**src/sv/qpat_pkg.sv**
```systemverilog
package qpat_pkg;

    localparam int KEY_W      = 64;
    localparam int PW_W       = 64;
    localparam int STATUS_W   = 3;

    // Home slot: add the residues of eight key bit weights per cycle, lowest
    // bits first, then bring the sum below the table size by compare and subtract
    localparam int HOME_BITS  = 8;
    localparam int FOLD_STEPS = KEY_W / HOME_BITS;
    localparam int FOLD_CW    = $clog2(FOLD_STEPS);
    localparam int BIT_CW     = $clog2(HOME_BITS);
    localparam int RED_PER    = 3;
    localparam int RED_STEPS  = $clog2(KEY_W) / RED_PER;
    localparam int HOME_STEPS = FOLD_STEPS + RED_STEPS;
    localparam int HOME_CW    = $clog2(HOME_STEPS);

    typedef logic [STATUS_W-1:0] t_status;

    localparam t_status ST_REGISTERED = 3'd0;
    localparam t_status ST_EXISTS     = 3'd1;
    localparam t_status ST_LOGIN_OK   = 3'd2;
    localparam t_status ST_NO_ACCOUNT = 3'd3;
    localparam t_status ST_WRONG_PW   = 3'd4;
    localparam t_status ST_FULL       = 3'd5;

    localparam logic MODE_REGISTER = 1'b0;
    localparam logic MODE_LOGIN    = 1'b1;

    // One table slot as stored in the slot memory
    typedef struct packed {
        logic             used;
        logic [KEY_W-1:0] key;
        logic [PW_W-1:0]  pw;
    } t_entry;

    // Commands from the controller to the datapath
    typedef struct packed {
        logic    clr_step;
        logic    load;
        logic    home_step;
        logic    probe_init;
        logic    probe_adv;
        logic    commit;
        logic    emit;
        t_status status;
    } t_dp_cmd;

    // Status from the datapath to the controller
    typedef struct packed {
        logic clr_last;
        logic home_last;
        logic mode;
        logic slot_used;
        logic stop;
        logic pw_match;
        logic last_probe;
        logic full;
    } t_dp_sts;

endpackage

```
**src/sv/qpat_ctrl.sv**
```systemverilog
module qpat_ctrl (
    input  logic              i_clk,
    input  logic              i_rst_n,
    input  logic              start,
    output logic              busy,
    input  qpat_pkg::t_dp_sts i_sts,
    output qpat_pkg::t_dp_cmd o_cmd
);

    localparam logic [2:0] S_CLEAR = 3'd0;
    localparam logic [2:0] S_IDLE  = 3'd1;
    localparam logic [2:0] S_HOME  = 3'd2;
    localparam logic [2:0] S_READ  = 3'd3;
    localparam logic [2:0] S_CHECK = 3'd4;

    logic [2:0] r_state;
    logic [2:0] n_state;

    always_ff @(posedge i_clk) begin
        if (!i_rst_n) begin
            r_state <= S_CLEAR;
        end else begin
            r_state <= n_state;
        end
    end

    // Sequence clearing, home reduction and the probe loop
    always_comb begin
        n_state = r_state;
        o_cmd   = '0;
        unique case (r_state)
            S_CLEAR: begin
                o_cmd.clr_step = 1'b1;
                if (i_sts.clr_last) begin
                    n_state = S_IDLE;
                end
            end
            S_IDLE: begin
                if (start) begin
                    o_cmd.load = 1'b1;
                    n_state    = S_HOME;
                end
            end
            S_HOME: begin
                o_cmd.home_step = 1'b1;
                if (i_sts.home_last) begin
                    o_cmd.probe_init = 1'b1;
                    n_state          = S_READ;
                end
            end
            S_READ: begin
                n_state = S_CHECK;
            end
            S_CHECK: begin
                if (i_sts.stop || i_sts.last_probe) begin
                    o_cmd.emit = 1'b1;
                    n_state    = S_IDLE;
                    if (i_sts.mode == qpat_pkg::MODE_REGISTER) begin
                        // Duplicate check comes before the full check
                        if (i_sts.stop && i_sts.slot_used) begin
                            o_cmd.status = qpat_pkg::ST_EXISTS;
                        end else if (!i_sts.stop || i_sts.full) begin
                            o_cmd.status = qpat_pkg::ST_FULL;
                        end else begin
                            o_cmd.commit = 1'b1;
                            o_cmd.status = qpat_pkg::ST_REGISTERED;
                        end
                    end else begin
                        if (!i_sts.stop || !i_sts.slot_used) begin
                            o_cmd.status = qpat_pkg::ST_NO_ACCOUNT;
                        end else if (i_sts.pw_match) begin
                            o_cmd.status = qpat_pkg::ST_LOGIN_OK;
                        end else begin
                            o_cmd.status = qpat_pkg::ST_WRONG_PW;
                        end
                    end
                end else begin
                    o_cmd.probe_adv = 1'b1;
                    n_state         = S_READ;
                end
            end
            default: begin
                n_state = S_CLEAR;
            end
        endcase
    end

    assign busy = (r_state != S_IDLE);

endmodule

```
**config.mk**
```make
export PLATFORM = sky130hd
export DESIGN_NAME = qpat_ctrl
export DESIGN_NICKNAME = d
export VERILOG_FILES = /design/src/sv/qpat_pkg.sv /design/src/sv/qpat_ctrl.sv
export SDC_FILE = /design/constraint.sdc
export NUM_CORES = 1
export LEC_CHECK = 0
export BUFFER_PORTS_ARGS = -buffer_cell sky130_fd_sc_hd__buf_2
export CAP_MARGIN = 5
export CORE_AREA = 8 8 45 47
export DETAILED_ROUTE_END_ITERATION = 6
export DIE_AREA = 0 0 53 55
export GPL_TIMING_DRIVEN = 0
export SLEW_MARGIN = 30
export SYNTH_ARGS = -nofsm -noshare
export SYNTH_HDL_FRONTEND = slang
export SYNTH_SLANG_ARGS = --single-unit
```
**constraint.sdc**
```tcl
create_clock -name i_clk -period 1.15 [get_ports i_clk]
set_input_delay 0.345 -clock i_clk [delete_from_list [all_inputs] [get_ports i_clk]]
set_output_delay 0.345 -clock i_clk [all_outputs]
set_load 0.01 [all_outputs]
```
======== Word level (Yosys, flattened, before mapping) ========
Index checks and enable logic that the tools add are counted.
W data, S select, Z words.
cells by class
  eq/ne operators ......................... 8
  muxes and demuxes ....................... 21
  reduce and logical (&&, ||, !) cells .... 8
operator list
  kind                  number
  $mux W3               8
  $pmux W3 S5           1
  $mux W1               8
  $eq A3 B2 Y1 const B  2
  $mux W6               1
  $ne A2 B2 Y1 const B  3
  $mux W5               1
  $mux W2               2
  $eq A3 B1 Y1 const B  1
  $eq A3 B3 Y1 const B  1
  $logic_not A3 Y1      1
  $logic_or A1 B1 Y1    3
  $ne A3 B1 Y1 const B  1
  $reduce_and A3 Y1     1
  $logic_not A1 Y1      2
  $logic_and A1 B1 Y1   1
word-level totals
  bits in registers ....................... 3
  bits of input ports ..................... 11
  output and inout bits ................... 11
  word-level logic and storage cells ...... 38

======== Depth between registers and ports, before layout ========
Gate-level depths: netlist (run 1).
  word-level depth ........................ 7
  mapped depth ............................ 3
  depth with buffers taken out ............ 3

======== Least setup slack after synthesis (run 1) ========
No wires, ideal clock.
  kind .................................... reg-to-output
  from .................................... register r_state[0]
  to ...................................... output port o_cmd[4] in the netlist's numbering
  arrival time ............................ 1.066 ns
  data required time ...................... 0.805 ns
  path slack .............................. -0.261 ns
  cell stages (with the launch flop) ...... 4
  buffers on the path ..................... 0
  cells stage by stage .................... dfxtp_1 -> nor2_1 -> nand3b_1 -> nor4_1
RTL lines
  element                   line             RTL
  start: declaration        qpat_ctrl.sv:16  logic [2:0] r_state;
  start signal: assignment  qpat_ctrl.sv:23  r_state <= n_state;
  end: declaration          qpat_ctrl.sv:7   output qpat_pkg::t_dp_cmd o_cmd

==> results of run 1 <==
power by group through the flow:
stage                     sequential, mW  combinational, mW  clock (mW)
after global routing               0.124              0.151       0.199
after floorplan                    0.122             0.0572           0
after CTS                          0.123              0.124       0.188
after global placement             0.124              0.101           0
after detailed placement           0.124              0.102           0
final                              0.123              0.139       0.180
layout make-up:
type                       instances  area [um2]
fill                             145         838
timing repair buffer              29         204
tap                               16        20.0
sequential                         3        71.3
inverter                           3        11.3
clock buffer                       4        26.3
multi-input combinational         24         213
critical path, cell delays in order (launching register included):
cell     delay, ps
dfxtp_4        380
or3b_4         410
nor2_4         110
buf_6          110
worst paths after layout:
check,start,to,slack (ps),depth (start not counted)
max,r_state[0],o_cmd[8],-430,3
min,i_rst_n,r_state[1],360,2
max reg2reg,r_state[0],r_state[1],-30,4
min reg2reg,r_state[0],r_state[2],610,1
per-layer routing:
layer  GRT usage  wire length (um)
met5           0                 0
met1      0.0605               316
met3      0.0561               172
met4      0.0259                 0
met2       0.105               449
synthesized netlist by cell type, drive strengths merged:
master	count	area [um2]
inv	3	11.3
o21a	1	7.51
a21oi	2	10.0
or3b	1	11.3
a21o	1	7.51
nor3b	2	20.0
and2	1	6.26
nor4b	1	8.76
nor4	1	6.26
nor2	4	22.5
nor3	2	10.0
o31a	2	17.5
and3	1	6.26
and4b	1	11.3
nand2	1	3.75
dfxtp	3	60.1
nand3b	1	7.51
o21ai	1	5.00
nand2b	1	6.26
cell families after synthesis:
kind of cell	Yosys count
buf+inv	3
flops	3
simple gates	17
compound gates	7
what timing repair did:
action,in CTS,in global routing
gates cloned,0,0
setup endpoints to repair,11,12
pin swaps,6,3
buffers inserted,7,3
gates resized for setup,12,6
hold buffers,0,0
per-stage QoR:
stage               hold slack, ps  power (mW)  setup TNS (ps)
floorplan                      465       0.179            -582
global placement               582       0.225           -2250
detailed placement             586       0.226           -2320
CTS                            356       0.435           -3530
global route                   360       0.474           -4250
finish                         363       0.442           -3570
==> flow_metrics.env, run 1 <==
export IMPL_cts_path_max_buffers=2
export IMPL_diodes=0
export IMPL_clkTransAtPathRegs_ps=30
export IMPL_ys_seq_area_frac=0.251
export IMPL_drt_iter0_drc=3
export IMPL_port_buffers=21
export IMPL_syn_instance_count=30
export IMPL_htreeDepth=1
export IMPL_worstPathArrival_ps=1240
export IMPL_synth_fa_ha_area_frac=0
export IMPL_critPathKind="reg2out"
export IMPL_pwr_share_clk=0.407
export IMPL_muxShareOfSynthArea=0
export IMPL_ios=22
export IMPL_grt_start_max_net_pins=9
export IMPL_grt_pass1_vias=378
export IMPL_pre_cts_slack_ps=-451
export IMPL_worstPathRequired_ps=810
export IMPL_grt_ovfl_total=0
export IMPL_drt_first_pass_iters=2
export IMPL_final_layout_size_suffix_gt1_frac=0.730
export IMPL_clkSinkCount=3
export IMPL_grt_util_all_layers=0.0660
export IMPL_num_vias=346
export IMPL_synth_xor_xnor_area_share=0
export IMPL_power_frac_comb=0.315
export IMPL_drv_max_cap_violation_count=0
export IMPL_p_leak_nw=0.270
export IMPL_synth_fp_nets=41
export IMPL_root_buffer="clkbuf_4"
export IMPL_swShare=0.275
export IMPL_yosys_area_share_simple=0.503
export IMPL_gp_congestion=0.793
export IMPL_via_per_inst=4.38
export IMPL_final_hold_viol_count=0
export IMPL_setup_viol=12
export IMPL_critPathLaunchType="flip-flop"
export IMPL_p_per_area_mw_per_mm2=810
export IMPL_violations="setup timing"
export IMPL_crit_fanout=6
export IMPL_yosys_warnings=0
export IMPL_cts_buffers=3
export IMPL_seq_power_share=0.278
export IMPL_peakVddDrop_v=0.000859
export IMPL_grt_pass1_wl_mm=1.44
export IMPL_postLayoutCoreUtil=0.394
export IMPL_wirelength_um=938
export IMPL_largest_register_ffs=3
export IMPL_synth_top_family_by_area="simple AND/OR/NAND/NOR gates"
export IMPL_place_hpwl_um=695
export IMPL_ys_ff_latch=3
export IMPL_fin_area_um2=546
export IMPL_fmax_ghz=0.632
export IMPL_fin_skew_ps=0.309
export IMPL_antenna_found_initial=0
export IMPL_die_area_mm2=0.00292
export IMPL_synth_compound_area_frac=0.199
export IMPL_dpl_cell_count=67
export IMPL_fin_cells=79
export IMPL_clk_latency_ps=230
export IMPL_die_y_um=55
export IMPL_synth_cell_types=21
export IMPL_dpl_cell_area_um2=388
export IMPL_start_util=0.173
export IMPL_p_int_mw=0.320
export IMPL_rsz0062_at_grt="true"
export IMPL_cts_tree="yes"
export IMPL_fin_crit_ps=1580
export IMPL_avgSynthCellArea_um2=7.97
export IMPL_area_growth_pct=128
export IMPL_core_mm2=0.00138
export IMPL_outcome="finished with violations"
export IMPL_slew_viol_final=0
export IMPL_avgRoutedWirePerCell_um=11.9
export IMPL_die_w_um=53
export IMPL_drc_errors=0
export IMPL_top_register="r_state"
export IMPL_p_sw_mw=0.121
export IMPL_row_count=14
export IMPL_fin_nets=75
export IMPL_tightestPinTransition_ps=264
export IMPL_final_common_cell="buf_2"
export IMPL_syn_cell_area_um2=239
export IMPL_reg_top3="r_state: 3 flops"
export IMPL_layout_setup_ws_ps=-432
export IMPL_postRouteAntennaNets=0
export IMPL_fin_crit_sh=1.38
export IMPL_critPathCaptureType="output port"
export IMPL_final_cell_mix="16 x buf_2, 7 x buf_6, 6 x buf_4, 3 x clkbuf_4, 3 x dfxtp_4"
export IMPL_slew_headroom=0.821
export IMPL_hold_class="in2reg"
Power figures use the tool's default switching activity.
==> run 2: changes to the inputs <==
==> constraint.sdc (replaced) <==
create_clock -name i_clk -period 1.58 [get_ports i_clk]
set_input_delay 0.474 -clock i_clk [delete_from_list [all_inputs] [get_ports i_clk]]
set_output_delay 0.474 -clock i_clk [all_outputs]
set_load 0.01 [all_outputs]
==> run 2 against run 1 <==
Effect of this change:
- power decreased by 23%
- core utilization increased by 0.54 points
- the run still ends with setup timing left
- global-route usage increased by 0.058 points
- critical endpoint is now o_cmd[3]
- non-clock buffer count increased by 1
- first-iteration DRC count increased by 33%
- combinational power decreased by 17%
- register-to-register slack improved by 320 ps
- worst hold slack improved by 120 ps
==> flow_metrics.env, run 2 (synthesis gave the netlist of run 1 again) <==
export IMPL_outcome="finished with violations"
export IMPL_violations="setup timing"
export IMPL_fin_cells=80
export IMPL_fin_crit_ps=1750
export IMPL_fin_nets=76
export IMPL_fin_skew_ps=5.52
export IMPL_diodes=0
export IMPL_antenna_found_initial=0
export IMPL_cts_buffers=3
export IMPL_place_hpwl_um=672
export IMPL_final_hold_viol_count=0
export IMPL_fin_crit_sh=1.11
export IMPL_htreeDepth=1
export IMPL_rsz0062_at_grt="true"
export IMPL_final_common_cell="buf_2"
export IMPL_drc_errors=0
export IMPL_swShare=0.284
export IMPL_worstPathRequired_ps=1110
export IMPL_area_growth_pct=131
export IMPL_final_layout_size_suffix_gt1_frac=0.750
export IMPL_ios=22
export IMPL_critPathCaptureType="output port"
export IMPL_top_register="r_state"
export IMPL_postRouteAntennaNets=0
export IMPL_peakVddDrop_v=0.000579
export IMPL_dpl_cell_count=67
export IMPL_crit_fanout=5
export IMPL_clkTransAtPathRegs_ps=30
export IMPL_setup_viol=10
export IMPL_clk_latency_ps=240
export IMPL_row_count=14
export IMPL_tightestPinTransition_ps=282
export IMPL_gp_congestion=0.802
export IMPL_clkSinkCount=3
export IMPL_power_frac_comb=0.339
export IMPL_root_buffer="clkbuf_4"
export IMPL_fmax_ghz=0.570
export IMPL_cts_path_max_buffers=2
export IMPL_grt_start_max_net_pins=9
export IMPL_slowest_delay_ps=270
export IMPL_critPathLaunchType="primary input"
export IMPL_slew_viol_final=0
export IMPL_avgRoutedWirePerCell_um=13.2
export IMPL_pwr_share_clk=0.401
export IMPL_p_sw_mw=0.0968
export IMPL_drt_iter0_drc=4
export IMPL_worst_path_dominant_cell_family="buffers and inverters"
export IMPL_holdBufCountCts=0
export IMPL_port_buffers=21
export IMPL_grt_pass1_vias=361
export IMPL_p_int_mw=0.244
export IMPL_drt_first_pass_iters=4
export IMPL_grt_ovfl_total=0
export IMPL_grt_util_all_layers=0.0666
export IMPL_via_per_inst=4.48
export IMPL_die_area_mm2=0.00292
export IMPL_core_mm2=0.00138
export IMPL_path_cells="buf_6, nor2_2, nand3b_1, buf_4, inv_2, buf_6"
export IMPL_setup_tns_ps=-1080
export IMPL_num_vias=358
export IMPL_final_cell_mix="15 x buf_2, 8 x buf_6, 7 x buf_4, 3 x clkbuf_4, 3 x dfxtp_4"
export IMPL_layout_setup_ws_ps=-173
export IMPL_wirelength_mm=1.05
export IMPL_seq_power_share=0.259
export IMPL_postLayoutCoreUtil=0.400
export IMPL_die_y_um=55
export IMPL_crit_top_cell="buf_6"
export IMPL_p_per_area_mw_per_mm2=616
export IMPL_grt_pass1_wl_mm=1.43
export IMPL_path_buf_inv=4
export IMPL_worstPathArrival_ps=1280
export IMPL_p_leak_nw=0.275
export IMPL_slew_headroom=0.811
export IMPL_hold_class="in2reg"
export IMPL_start_util=0.173
export IMPL_cts_tree="yes"
export IMPL_reg_top3="r_state: 3 flops"
export IMPL_drv_max_cap_violation_count=0
export IMPL_crit_slowest_cell="nand3b_1"
export IMPL_largest_register_ffs=3
export IMPL_die_w_um=53
export IMPL_critPathKind="in2out"
-- run 2: changes by cell type in the layout (fill, tap and decap cells not counted) --
cell    before  now
nor2_1       2    1
nor4_2       0    1
buf_2       16   15
nor4_4       1    0
nor2_2       0    1
buf_4        6    7
buf_6        7    8
-- run 2: worst paths after layout --
check,start,endpoint,slack [ps],depth (start not counted)
max reg2reg,r_state[1],r_state[1],290,6
min,i_rst_n,r_state[1],480,2
max,i_sts[3],o_cmd[3],-170,6
min reg2reg,r_state[0],r_state[2],590,1
-- run 2: per-stage QoR --
step                hold WS, ps  cell area, um2  power (mW)  setup slack (ps)
floorplan                   578             245       0.127              17.2
global placement            600             370       0.159              -200
detailed placement          609             370       0.160              -221
CTS                         487             470       0.323              -148
global route                486             553       0.363              -221
finish                      484             553       0.341              -173
-- run 2: cell type report --
class	count	area, um2
repair buffers	30	218
fillers	140	831
clock buffers	4	26.3
multi-input cells	24	206
flip-flops and latches	3	71.3
inverters	3	11.3
well taps	16	20.0
-- run 2: what timing repair did --
item                                    in CTS  in global routing
gates resized for setup                     14                 10
gates cloned                                 0                  0
endpoints found under the setup margin       9                  9
buffers inserted                             4                  6
pin swaps                                    5                  4
-- run 2: layer usage --
metal,wire length (um),GRT usage,vias to the layer above,part of all wire
li1,-,-,180,-
met1,374,0.0636,156,0.36
met2,535,0.107,20,0.51
met3,129,0.0428,2,0.12
met4,12,0.0388,0,0.011
met5,0,0,-,0
-- run 2: power groups by stage --
| stage | clock [mW] | sequential, mW | combinational [mW] |
|---|---|---|---|
| 6_report | 0.137 | 0.0884 | 0.116 |
| 5_1_grt | 0.148 | 0.0891 | 0.125 |
| 4_1_cts | 0.137 | 0.0899 | 0.0953 |
| 3_5_place_dp | 0 | 0.0891 | 0.0710 |
| 3_3_place_gp | 0 | 0.0888 | 0.0703 |
| 2_1_floorplan | 0 | 0.0873 | 0.0398 |
